## src/design/rpcc_pkg.sv

```systemverilog
// Shared types, constants and the sample offset table for the rotated pixel
// cell coverage block. No dependencies.
`default_nettype none

package rpcc_pkg;

  // Fixed-point formats.
  localparam int FRAC_BITS = 16;
  localparam int TRIG_BITS = 16;
  localparam int COORD_W   = 28;
  localparam int TRIG_W    = 18;
  localparam int PROD_W    = COORD_W + TRIG_W;
  localparam int OFS_W     = FRAC_BITS + 1;
  localparam int TERM_W    = OFS_W + TRIG_W + 1;
  localparam int ACC_W     = 48;
  localparam int SHIFT     = FRAC_BITS + TRIG_BITS;
  localparam int CELL_W    = 13;
  localparam int COUNT_W   = 8;

  // Sample grid size.
  localparam int RAD_W      = 3;
  localparam int MAX_RADIUS = 7;
  localparam int TAPS       = 2 * MAX_RADIUS + 1;
  localparam int TAP_W      = $clog2(TAPS);
  localparam int ISSUE_W    = $clog2(4 * MAX_RADIUS + 6);

  // Configuration register indexes.
  localparam int CFG_IDX_W = 2;
  localparam logic [CFG_IDX_W-1:0] REG_RADIUS = 2'd0;
  localparam logic [CFG_IDX_W-1:0] REG_COS    = 2'd1;
  localparam logic [CFG_IDX_W-1:0] REG_SIN    = 2'd2;

  // Multiplier issue slots ahead of the offset terms.
  localparam logic [ISSUE_W-1:0] MUL_CX_COS = ISSUE_W'(0);
  localparam logic [ISSUE_W-1:0] MUL_CY_SIN = ISSUE_W'(1);
  localparam logic [ISSUE_W-1:0] MUL_CY_COS = ISSUE_W'(2);
  localparam logic [ISSUE_W-1:0] MUL_CX_SIN = ISSUE_W'(3);
  localparam logic [ISSUE_W-1:0] MUL_TERMS  = ISSUE_W'(4);

  // One floored sample on its way into the cell table.
  typedef struct packed {
    logic                     vld;
    logic signed [CELL_W-1:0] x;
    logic signed [CELL_W-1:0] y;
  } cell_smp_t;

  // Offset magnitude (a << FRAC_BITS) / (2n), truncated, for radius n and |j| = a.
  function automatic logic [FRAC_BITS-1:0] grid_frac(input logic [RAD_W-1:0] n,
                                                     input logic [RAD_W-1:0] a);
    logic [FRAC_BITS-1:0] v;
    case ({n, a})
      6'o11: v = 16'd32768;
      6'o21: v = 16'd16384;
      6'o22: v = 16'd32768;
      6'o31: v = 16'd10922;
      6'o32: v = 16'd21845;
      6'o33: v = 16'd32768;
      6'o41: v = 16'd8192;
      6'o42: v = 16'd16384;
      6'o43: v = 16'd24576;
      6'o44: v = 16'd32768;
      6'o51: v = 16'd6553;
      6'o52: v = 16'd13107;
      6'o53: v = 16'd19660;
      6'o54: v = 16'd26214;
      6'o55: v = 16'd32768;
      6'o61: v = 16'd5461;
      6'o62: v = 16'd10922;
      6'o63: v = 16'd16384;
      6'o64: v = 16'd21845;
      6'o65: v = 16'd27306;
      6'o66: v = 16'd32768;
      6'o71: v = 16'd4681;
      6'o72: v = 16'd9362;
      6'o73: v = 16'd14043;
      6'o74: v = 16'd18724;
      6'o75: v = 16'd23405;
      6'o76: v = 16'd28086;
      6'o77: v = 16'd32768;
      default: v = '0;
    endcase
    return v;
  endfunction

endpackage

`default_nettype wire

```

## src/design/rpcc_cell_table.sv

```systemverilog
// Table of distinct cells hit by the samples of one pixel, with a count each.
// Depends on rpcc_pkg.
`default_nettype none

module rpcc_cell_table
  import rpcc_pkg::*;
#(
  parameter int CELL_SLOTS = 9
) (
  input  wire logic                             clk_i,
  input  wire logic                             rst_ni,
  input  wire logic                             clear_i,
  input  wire cell_smp_t                        smp_i,
  input  wire logic [$clog2(CELL_SLOTS)-1:0]    rd_idx_i,
  output logic [$clog2(CELL_SLOTS+1)-1:0]       used_o,
  output logic signed [CELL_W-1:0]              rd_x_o,
  output logic signed [CELL_W-1:0]              rd_y_o,
  output logic [COUNT_W-1:0]                    rd_cnt_o
);

  localparam int CNT_W = $clog2(CELL_SLOTS + 1);

  logic signed [CELL_W-1:0] x_q   [CELL_SLOTS];
  logic signed [CELL_W-1:0] y_q   [CELL_SLOTS];
  logic [COUNT_W-1:0]       cnt_q [CELL_SLOTS];
  logic [CNT_W-1:0]         used_q;
  logic [CELL_SLOTS-1:0]    hit;
  logic                     any_hit;
  logic                     append;

  // Compare the sample against every occupied slot at once.
  always_comb begin
    for (int k = 0; k < CELL_SLOTS; k++) begin
      hit[k] = (CNT_W'(k) < used_q) && (x_q[k] == smp_i.x) && (y_q[k] == smp_i.y);
    end
  end

  assign any_hit = |hit;
  assign append  = smp_i.vld && !any_hit && (used_q < CNT_W'(CELL_SLOTS));

  // Slot contents: bump a matching count or fill the next free slot.
  always_ff @(posedge clk_i) begin
    for (int k = 0; k < CELL_SLOTS; k++) begin
      if (smp_i.vld && hit[k]) begin
        if (cnt_q[k] != {COUNT_W{1'b1}}) begin
          cnt_q[k] <= cnt_q[k] + 1'b1;
        end
      end else if (append && (used_q == CNT_W'(k))) begin
        x_q[k]   <= smp_i.x;
        y_q[k]   <= smp_i.y;
        cnt_q[k] <= COUNT_W'(1);
      end
    end
  end

  // Number of occupied slots.
  always_ff @(posedge clk_i or negedge rst_ni) begin
    if (!rst_ni) begin
      used_q <= '0;
    end else if (clear_i) begin
      used_q <= '0;
    end else if (append) begin
      used_q <= used_q + 1'b1;
    end
  end

  assign used_o   = used_q;
  assign rd_x_o   = x_q[rd_idx_i];
  assign rd_y_o   = y_q[rd_idx_i];
  assign rd_cnt_o = cnt_q[rd_idx_i];

endmodule

`default_nettype wire

```

## config.mk

```make
export PLATFORM = sky130hd
export DESIGN_NAME = rpcc_cell_table
export DESIGN_NICKNAME = d
export VERILOG_FILES = /design/src/design/rpcc_pkg.sv /design/src/design/rpcc_cell_table.sv
export SDC_FILE = /design/constraint.sdc
export NUM_CORES = 1
export LEC_CHECK = 0
export BUFFER_PORTS_ARGS = -buffer_cell sky130_fd_sc_hd__buf_4
export CAP_MARGIN = 20
export CORE_ASPECT_RATIO = 1.25
export CORE_UTILIZATION = 60
export CTS_BUF_LIST = sky130_fd_sc_hd__clkbuf_4 sky130_fd_sc_hd__clkbuf_8
export DETAILED_ROUTE_END_ITERATION = 8
export PLACE_DENSITY = 0.87
export SLEW_MARGIN = 40
export SYNTH_ARGS = -nofsm -noshare
export SYNTH_HDL_FRONTEND = slang
export SYNTH_SLANG_ARGS = --single-unit
```

## constraint.sdc

```tcl
create_clock -name clk_i -period 6.1 [get_ports clk_i]
set_input_delay 1.22 -clock clk_i [delete_from_list [all_inputs] [get_ports clk_i]]
set_output_delay 1.22 -clock clk_i [all_outputs]
set_load 0.05 [all_outputs]
```

=== Yosys cells after proc, flatten, opt, wreduce, memory -nomap -nowiden ===
Memories as Yosys holds them, arrays and structs flattened.
Index checks and enable logic that the tools add are counted.

* Bits in writable memories: 306
* Logic and storage cells: 239
* Output and inout port bits: 38
* Bits in latches: 0
* Bits in read-only memories: 0
* Input port bits: 34
* Memories: 3
* Register bits after elaboration: 4

* $mul: 0
* Bitwise operators: 9
* Mux-type cells: 113
* Magnitude comparators: 10
* Reduce and logical (&&, ||, !) cells: 58
* Div/mod/pow operators: 0
* Shift operators: 0
* Eq/ne operators: 35
* Add/subtract/negate cells: 10

{| class="wikitable"
|+ Memory list
! name !! words !! bits a word !! rd ports !! clocked after Yosys merged registers in !! write ports !! line !! source
|-
| x_q || 9 || 13 || 10 || 0 || 1 || rpcc_cell_table.sv:23 || <nowiki>logic signed [CELL_W-1:0] x_q [CELL_SLOTS];</nowiki>
|-
| y_q || 9 || 13 || 10 || 0 || 1 || rpcc_cell_table.sv:24 || <nowiki>logic signed [CELL_W-1:0] y_q [CELL_SLOTS];</nowiki>
|-
| cnt_q || 9 || 8 || 10 || 0 || 9 || rpcc_cell_table.sv:25 || <nowiki>logic [COUNT_W-1:0] cnt_q [CELL_SLOTS];</nowiki>
|}

{| class="wikitable"
|+ Operators by type and width
! kind !! number
|-
| 13-bit == test || 18
|-
| 13-bit 2-to-1 mux || 16
|-
| 13-bit OR reduction || 16
|-
| 8-bit by 1-bit adder with 8-bit output (second input constant) || 9
|-
| 4-bit 2-to-1 mux || 18
|-
| 8-bit 2-to-1 mux || 9
|-
| 8-bit inequality test (second input constant) || 9
|-
| 1-bit 2-to-1 mux || 70
|-
| 1-bit logical AND || 38
|-
| 4-bit by 3-bit == test with 1-bit output (second input constant) || 4
|-
| 3-bit by 4-bit less-than comparator with 1-bit output (first input constant) || 4
|-
| 1-bit bitwise OR || 9
|-
| 9-bit OR reduction || 1
|-
| 4-bit by 2-bit == test with 1-bit output (second input constant) || 2
|-
| 1-bit by 4-bit less-than comparator with 1-bit output (first input constant) || 2
|-
| 2-bit by 4-bit less-than comparator with 1-bit output (first input constant) || 2
|-
| 4-bit by 1-bit adder with 4-bit output (second input constant) || 1
|-
| 4-bit by 1-bit == test with 1-bit output (second input constant) || 1
|-
| 4-bit == test (second input constant) || 1
|-
| 4-bit logical NOT || 1
|-
| 4-bit less-than comparator (first input constant) || 1
|-
| 4-bit less-than comparator (second input constant) || 1
|-
| 2-bit nonzero test || 1
|-
| 1-bit logical NOT || 1
|}

=== Longest topological paths before layout ===
Gate-level depths: netlist of run 1.

* Depth in word-level cells: 20
* Depth in mapped cells: 13
* Mapped depth without buffers: 10

=== Worst setup path before layout of run 1 ===
OpenSTA, ideal clock, no wires.

* Path kind: input -> output
* From: input rd_idx_i[0]
* To: output rd_cnt_o[0]
* Stages: 6
* Data required time: 4.880 ns
* Setup slack: 1.219 ns
* Arrival time: 3.661 ns
* Path buffers: 3
* Cell sequence: clkbuf_1 buf_1 buf_2 mux4_2 mux2i_1 o21ai_0

* Longest elaborated chain between the ends: 1

{| class="wikitable"
|+ Ends and longest elaborated chain
! item !! line !! source
|-
| from (decl) || rpcc_cell_table.sv:14 || <nowiki>input wire logic [$clog2(CELL_SLOTS)-1:0] rd_idx_i,</nowiki>
|-
| memory read 9 x 8 bit || - ||
|-
| to (decl) || rpcc_cell_table.sv:18 || <nowiki>output logic [COUNT_W-1:0] rd_cnt_o</nowiki>
|}

Every way passes these cells.

=== Worst setup path after layout of run 1 ===
* From: input rd_idx_i[0]
* To: output rd_x_o[0]

* Longest elaborated chain between the ends: 1

{| class="wikitable"
|+ Ends and longest elaborated chain
! item !! line !! source
|-
| memory read 9 x 13 bit || - ||
|-
| to (decl) || rpcc_cell_table.sv:16 || <nowiki>output logic signed [CELL_W-1:0] rd_x_o,</nowiki>
|}

Every way passes these cells.

==> results of run 1 <==
worst min-delay path by stage:
stage | startpoint | endpoint | slack [ns] | depth (start not counted)
floorplan | cnt_q[8][5] | cnt_q[8][5] | 0.51 | 2
global placement | cnt_q[8][1] | cnt_q[8][1] | 0.54 | 2
detailed placement | cnt_q[8][1] | cnt_q[8][1] | 0.56 | 2
CTS | rst_ni | used_o[0] | 0.44 | 1
global route | rst_ni | used_o[1] | 0.44 | 1
finish | rst_ni | used_o[0] | 0.45 | 1
cells in the mapped netlist (11+ instances only):
cell type and n:
edfxtp_1 298, xnor2_1 151, xor2_1 134, mux4_2 68, nand2_1 65, o21ai_0 48, nand3_1 46, nor2_1 41
nand4_1 38, mux2i_1 35, nor4_1 34, clkbuf_1 24, buf_2 20, a21oi_1 17, and3_1 17, ha_1 13
a31oi_1 11, buf_6 11
cell families (layout without fill, tap and decap cells):
| kind of cell | Yosys count | after routing | share of synthesized area (%) |
|---|---|---|---|
| flops | 310 | 310 | 56.8 |
| xor+xnor | 288 | 288 | 15.7 |
| simple gates | 278 | 278 | 9.02 |
| mux | 103 | 103 | 11.6 |
| compound gates | 98 | 98 | 3.49 |
| buf+inv | 73 | 177 | 2.44 |
| fa+ha+maj | 13 | 13 | 1.00 |
state kept, by name (all words and copies together) (netlist names):
name	cells
x_q	117
y_q	117
cnt_q	72
used_o	4
layer usage:
| layer | share of wire (%) | GRT usage [%] |
|---|---|---|
| met5 | 0 | 0 |
| met3 | 10 | 6.40 |
| met1 | 34 | 40.0 |
| met4 | 7.2 | 21.1 |
| met2 | 49 | 55.0 |
worst max-delay path: stages:
cell     delay (ns)
buf_6          0.48
buf_4          0.40
mux4_2         0.54
mux2i_1        0.18
o21ai_0        0.14
buf_4          0.25
power by group:
part	leakage [nW]	total, mW	switching (mW)	internal (mW)
sequential	2.83	2.42	0.0393	2.38
combinational	2.65	0.530	0.345	0.186
clock	0.519	1.77	0.804	0.962
total	6.00	4.71	1.19	3.53
final cells by class:
cell class                 count  area share, %
clock inverter                19          0.782
multi-input combinational    780           37.1
inverter                      10          0.238
tap                          340           2.38
sequential                   310           51.4
clock buffer                  67           4.62
timing repair buffer          81           3.44
==> key figures, run 1 <==
Run status
  • Outcome: finished, final reports clean

Cells and area
  • Commonest non-fill, non-tap cell in the layout: edfxtp_1
  • Area grow syn2layout: 10.4%
  • Diodes inserted: 0
  • Fraction of layout cells with a size suffix above 1: 19.5%
  • Register Area: 9210 sq um
  • Commonest cells after routing, fill and taps aside: edfxtp_1 (298), xnor2_1 (151), xor2_1 (134)
  • Final Cell Area: 17,900 sq um
  • Finished Core Util: 68.2%
  • Layout fillers: 1,784
  • Nets@finish: 1,277
  • Multi-input gate area: 6650 sq um
  • Finished Layout Cells: 1,607

Worst setup path
  • Endpoint class of the critical path: primary output
  • CP startpoint: rd_idx_i[0]
  • R2r startpoint: used_o[0]
  • WP data required: 4.88 ns
  • Cell count of the worst reg-to-reg path: 9
  • Worst reg2reg path endpoint: cnt_q[0][1]
  • Crit path DAT: 3.26 ns
  • Reg2reg setup slack: 2.04 ns
  • Setup CP Type: in -> out
  • CP Max Fanout: 42
  • Critical Path End: rd_x_o[0]
  • Critical Path Source Type: input pin

Die
  • FP Rows: 66
  • Core area: 26,300 sq um
  • Num ports: 72
  • DIE AREA: 27,700 sq um
  • Initial Util: 61.8%
  • Die Ht: 186 microns
  • Die width: 149 microns

Yosys
  • Yosys warnings: 0
  • Async SR Flop Fraction: 1.29%
  • Synth Register Bits: 310
  • Top_reg_cell synth: edfxtp_1
  • Synth cell types: 55
  • Synth top area share: 55.2%
  • Register area share after synthesis: 56.8%
  • Syn_area_per_cell: 14.0 sq um
  • Post-synth EDFFs: 298
  • Syn Std Cell Area: 16,200 sq um
  • Synth area leader: edfxtp_1
  • Syn Nets: 1,210
  • Cells after Synth: 1,163
  • Largest cells by area after synthesis: edfxtp_1 (55%), mux4_2 (9.4%), xnor2_1 (8.2%)

STA
  • Final WS setup: 1.62 ns
  • Min cycle time layout: 4.48 ns
  • Clk_skew: 0.0343 ns
  • Maximum clock rate: 223 MHz
  • Fin. Hold Viols: 0
  • Setup violations, final: 0
  • Fin crit share: 73.5%
  • Relative slew slack: 40.4%
  • Slew Limit Fails: 0
  • Actual slew at the worst max-slew pin: 0.886 ns
  • Worst hold margin: 0.450 ns
  • Setup TNS: 0 ns
  • RSZ-0062 raised after global routing: no

Routing
  • DR WL/cell: 27.9 microns
  • Final WL: 44,900 microns
  • Final ANT Viol Nets: 0
  • TritonRoute pass-1 iters: 5
  • Initial DRC Count: 1,303
  • Post-DR vias/cell: 6.68
  • Routed vias: 10,700
  • # DRC: 0

Place
  • Post-DP HPWL: 31,100 microns
  • Pre-CTS WS: 1.60 ns
  • Placed insts: 1,521
  • Final Wtd Congestion: 0.986
  • Dpl cell area: 16,900 sq um
  • Port Buf Inserts: 71

Run
  • Max-cap violation count: 0

CTS
  • Sink Count: 310
  • CTS resizes: 0
  • CTS Buf Count: 47
  • CTS Buffer Depth: 3
  • Root buf cell: clkbuf_8
  • Setup Buffers After CTS: 0
  • H-tree levels: 2
  • CTS Hold Bufs: 0
  • Clk_lat worst skew: 0.59 ns
  • CTS tree: yes
  • CTS clk-pin slew, worst paths: 0.06 ns

Worst hold path
  • Hold Path Class: in -> async

Power
  • LEAKAGE: 6.00 nW
  • Total power: 4.71 mW
  • P per Cell Area: 263 nW/um^2
  • Worst vdd ir: 0.000248 V

Global route
  • Pin count of the biggest net entering global routing: 69
  • Grt ovf: 0
  • Total global-route track usage: 33.2%
  • Initial antenna violation count: 0
  • First-pass GRT wire length: 65,500 microns
  • Vias in the first global route: 10,400
No activity file was read; power rests on OpenSTA's default activity.
==> run 2, diff against run 1 <==
CORE_UTILIZATION = 58   (was 60)
PLACE_DENSITY = 0.88   (was 0.87)
clock period = 3.7 ns   (was 6.1 ns; I/O delays follow)
==> key figures, run 2 (synthesis results as in run 1) <==
Run status
  • Outcome: finished, final reports clean

Die
  • Die Ht: 189 microns
  • Num ports: 72
  • Core area: 27,600 sq um
  • FP Rows: 68
  • Initial Util: 58.9%
  • DIE AREA: 28,600 sq um
  • Die width: 152 microns

Global route
  • Grt ovf: 0
  • Vias in the first global route: 11,700
  • Pin count of the biggest net entering global routing: 69
  • Initial antenna violation count: 0
  • First-pass GRT wire length: 72,900 microns
  • Total global-route track usage: 35.8%

Cells and area
  • Biggest regs: x_q: 117 flops, y_q: 117 flops, cnt_q: 72 flops
  • Nets@finish: 1,421
  • Commonest non-fill, non-tap cell in the layout: edfxtp_1
  • Finished Layout Cells: 1,760
  • Commonest cells after routing, fill and taps aside: edfxtp_1 (298), buf_4 (205), xnor2_1 (151)
  • Diodes inserted: 0
  • Finished Core Util: 69.8%
  • Area grow syn2layout: 18.5%
  • Fraction of layout cells with a size suffix above 1: 27.9%
  • Final Cell Area: 19,200 sq um

Worst setup path
  • Slowest CP cell: nor4bb_4
  • Critical Path, Cell by Cell: nor2_1 > or4_1 > nor4_2 > a221oi_1 > nor4bb_4 > nand2_1 > o21bai_1
  • Crit path DAT: 3.69 ns
  • Largest stage delay, worst path: 0.73 ns
  • CP Max Fanout: 11
  • Setup CP Type: reg -> reg
  • WP data required: 3.88 ns
  • Critical Path Source Type: flip-flop
  • Endpoint class of the critical path: flip-flop

Worst hold path
  • Hold Path Class: in -> reg

Routing
  • Routed vias: 11,500
  • Post-DR vias/cell: 6.53
  • # DRC: 0
  • TritonRoute pass-1 iters: 5
  • Final WL: 49,000 microns
  • DR WL/cell: 27.9 microns
  • Final ANT Viol Nets: 0
  • Initial DRC Count: 1,127

STA
  • Min cycle time layout: 3.50 ns
  • Final WS setup: 0.196 ns
  • Slew Limit Fails: 0
  • Clk_skew: 0.0439 ns
  • RSZ-0062 raised after global routing: no
  • Maximum clock rate: 285 MHz
  • Fin crit share: 94.7%
  • Actual slew at the worst max-slew pin: 0.833 ns
  • Setup violations, final: 0
  • Fin. Hold Viols: 0
  • Relative slew slack: 43.9%
  • Worst hold margin: 0.369 ns

CTS
  • CTS clk-pin slew, worst paths: 0.06 ns
  • H-tree levels: 2
  • CTS Buf Count: 50
  • CTS tree: yes
  • Root buf cell: clkbuf_8
  • Sink Count: 310
  • Clk_lat worst skew: 0.59 ns
  • CTS Buffer Depth: 3

Power
  • LEAKAGE: 6.76 nW
  • P per Cell Area: 419 nW/um^2
  • Worst vdd ir: 0.000421 V

Place
  • Final Wtd Congestion: 1.01
  • Pre-CTS WS: -0.112 ns
  • Post-DP HPWL: 35,300 microns
  • Port Buf Inserts: 71
  • Placed insts: 1,671
  • Dpl cell area: 18,200 sq um

Run
  • Max-cap violation count: 0
-- run 2: cell types whose count changed in the layout (fill, tap and decap cells not counted), sizes merged --
cell | previous run | this run
clkbuf | 67 | 68
bufinv | 2 | 3
clkinv | 16 | 15
clkinvlp | 0 | 1
dlygate4sd3 | 0 | 1
buf | 81 | 221
-- run 2: cell type report --
class | instances | area, sq um
repair buffers | 222 | 1870
fillers | 1816 | 8330
multi-input cells | 780 | 6670
well taps | 350 | 438
flip-flops and latches | 310 | 9210
clock buffers | 68 | 836
inverters | 10 | 37.5
clock inverters | 20 | 173
-- run 2: layer usage --
metal | track usage (%) | vias to the layer above | part of all wire (%)
met2 | 56.3 | 790 | 48
li1 | - | 4818 | -
met4 | 28.6 | 0 | 9.3
met1 | 42.4 | 5679 | 33
met5 | 0 | - | 0
met3 | 7.45 | 210 | 9.9
-- run 2: what timing repair did --
item                       in CTS  in global routing
setup endpoints to repair       0                  8
hold buffers                    1                  0
buffers inserted                0                  0
hold endpoints to repair        4                  0
resized for setup               0                  1
-- run 2: path summary, 6_finish.rpt --
check | start | endpoint | slack (ns) | depth (start not counted)
max in group asynchronous | rst_ni | used_o[0] | 3.04 | 2
setup reg to reg | used_o[2] | cnt_q[1][4] | 0.20 | 7
setup / recovery | used_o[2] | cnt_q[1][4] | 0.20 | 7
min in group asynchronous | rst_ni | used_o[1] | 0.49 | 2
hold reg to reg | cnt_q[8][1] | cnt_q[8][1] | 0.56 | 2
hold / removal | clear_i | used_o[2] | 0.37 | 2
-- run 2: where the power goes --
part | total [mW] | internal [mW] | switching, mW
clock network | 3.05 | 1.67 | 1.38
logic | 1.03 | 0.406 | 0.621
registers | 3.98 | 3.92 | 0.0573
-- run 2: critical path, delay by kind of cell (launching register included) --
| family | cells | cell delay (ns) |
|---|---|---|
| DFF | 1 | 0.49 |
| AOI/OAI and AO/OA | 2 | 1.06 |
| and+or+nand+nor | 5 | 1.56 |
-- run 2: through the flow --
step                      total power [mW]  setup TNS [ns]
after floorplan                       4.62          -11.00
after global placement                5.02          -11.97
after detailed placement              5.05          -10.48
after CTS                             8.04               0
after global routing                  8.26               0
final                                 8.06               0
==> run 3, diff against run 2 <==
ABC_CLOCK_PERIOD_IN_PS = 4240   (was default)
CORE_UTILIZATION = 60   (was 58)
PLACE_DENSITY = 0.87   (was 0.88)
clock period = 4.24 ns   (was 3.7 ns; I/O delays follow)
==> key figures, run 3 (synthesis results as in run 1) <==
Worst setup path
  • WP data required: 4.44 ns
  • Crit path buf inv count: 2
  • Critical Path, Cell by Cell: nor2_1 > or4_1 > nor4_2 > a221oi_1 > nor4bb_2 > buf_4 > nand4_2 > nor2_2 > buf_4
  • Endpoint class of the critical path: flip-flop
  • Critical Path Source Type: flip-flop
  • Crit path DAT: 3.91 ns
  • Slowest CP cell: dfrtp_1
  • Largest stage delay, worst path: 0.61 ns
  • CP Max Fanout: 26
  • Crit-path leading delay family: simple AND/OR/NAND/NOR gates
  • Cell count of the worst reg-to-reg path: 9
  • Setup CP Type: reg -> reg
  • CP Depth: 9
  • CP most frequent cell: buf_4

Die
  • FP Rows: 66
  • Die Ht: 186 microns
  • DIE AREA: 27,700 sq um
  • Core area: 26,300 sq um
  • Die width: 149 microns
  • Num ports: 72
  • Initial Util: 61.8%

Cells and area
  • Biggest regs: x_q: 117 flops, y_q: 117 flops, cnt_q: 72 flops
  • Finished Core Util: 68.5%
  • Final Cell Area: 18,000 sq um
  • Fraction of layout cells with a size suffix above 1: 20.3%
  • Nets@finish: 1,295
  • Area grow syn2layout: 10.9%
  • Diodes inserted: 0
  • Commonest cells after routing, fill and taps aside: edfxtp_1 (298), xnor2_1 (151), xor2_1 (134)
  • Commonest non-fill, non-tap cell in the layout: edfxtp_1

CTS
  • CTS clk-pin slew, worst paths: 0.07 ns
  • Clk_lat worst skew: 0.60 ns
  • Sink Count: 310
  • CTS Hold Bufs: 0
  • Setup Buffers After CTS: 0
  • CTS Buffer Depth: 3
  • CTS resizes: 0
  • Root buf cell: clkbuf_8
  • H-tree levels: 2
  • CTS Buf Count: 50
  • CTS tree: yes

STA
  • Maximum clock rate: 270 MHz
  • Min cycle time layout: 3.70 ns
  • Fin. Hold Viols: 0
  • Slew Limit Fails: 0
  • RSZ-0062 raised after global routing: no
  • Setup TNS: 0 ns
  • Setup violations, final: 0
  • Final WS setup: 0.535 ns
  • Clk_skew: 0.0392 ns
  • Relative slew slack: 41.2%
  • Actual slew at the worst max-slew pin: 0.874 ns
  • Worst hold margin: 0.0371 ns
  • Fin crit share: 87.4%

Place
  • Final Wtd Congestion: 1.04
  • Dpl cell area: 17,100 sq um
  • Post-DP HPWL: 31,700 microns
  • Pre-CTS WS: 0.123 ns
  • Port Buf Inserts: 71

Routing
  • Post-DR vias/cell: 6.63
  • TritonRoute pass-1 iters: 6
  • # DRC: 0
  • Initial DRC Count: 1,174
  • DR WL/cell: 27.9 microns
  • Final ANT Viol Nets: 0
  • Final WL: 45,300 microns
  • Routed vias: 10,800

Global route
  • Pin count of the biggest net entering global routing: 69
  • Grt ovf: 0
  • Total global-route track usage: 34.1%
  • First-pass GRT wire length: 67,500 microns
  • Vias in the first global route: 10,800
  • Initial antenna violation count: 0

Power
  • LEAKAGE: 6.06 nW
  • Worst vdd ir: 0.000372 V
  • P per Cell Area: 374 nW/um^2

Run status
  • Outcome: finished, final reports clean

Run
  • Max-cap violation count: 0

Worst hold path
  • Hold Path Class: in -> async
run 3: power breakdown:
part           internal, mW  leakage, nW  switching (mW)  total (mW)
Clock                  1.29        0.493            1.17        2.46
Combinational         0.278         2.73           0.511       0.789
Sequential             3.42         2.83          0.0512        3.47
Total                  4.99         6.06            1.73        6.73
run 3: final timing paths:
check / startpoint / endpoint / slack [ns]
setup / recovery: used_o[3] / x_q[6][3] / 0.54
max in group asynchronous: rst_ni / used_o[3] / 4.07
hold / removal: rst_ni / used_o[0] / 0.04
min in group clk_i: clear_i / used_o[0] / 0.47
hold reg to reg: cnt_q[8][5] / cnt_q[8][5] / 0.56
setup reg to reg: used_o[3] / x_q[6][3] / 0.54
run 3: metal layers:
metal  wire length [microns]  GRT usage, %  vias up  share of wire (%)
li1                        -             -     4554                  -
met1                   15800          41.4     5272                 35
met2                   21800          54.5      749                 48
met3                    4250          6.64      178                9.4
met4                    3540          24.7        0                7.8
met5                       0             0        -                  0
run 3: through the flow:
step / total power [mW] / cells
finish: 6.73 / 1623
global route: 6.90 / 1623
CTS: 6.73 / 1623
detailed placement: 4.31 / 1536
global placement: 4.29 / 1536
floorplan: 4.03 / 1163
run 3: worst register-to-register path: cells and delay by family (launching register included):
kind                   cells  cell delay (ns)
AOI/OAI and AO/OA          1             0.33
buffers and inverters      2             0.69
DFF                        1             0.61
and+or+nand+nor            6             1.68
run 3: final cells by class:
type | count | area [sq um]
flip-flops and latches | 310 | 9210
fillers | 1782 | 8270
clock buffers | 73 | 861
inverters | 10 | 42.5
repair buffers | 96 | 746
clock inverters | 14 | 58.8
well taps | 340 | 425
multi-input cells | 780 | 6650
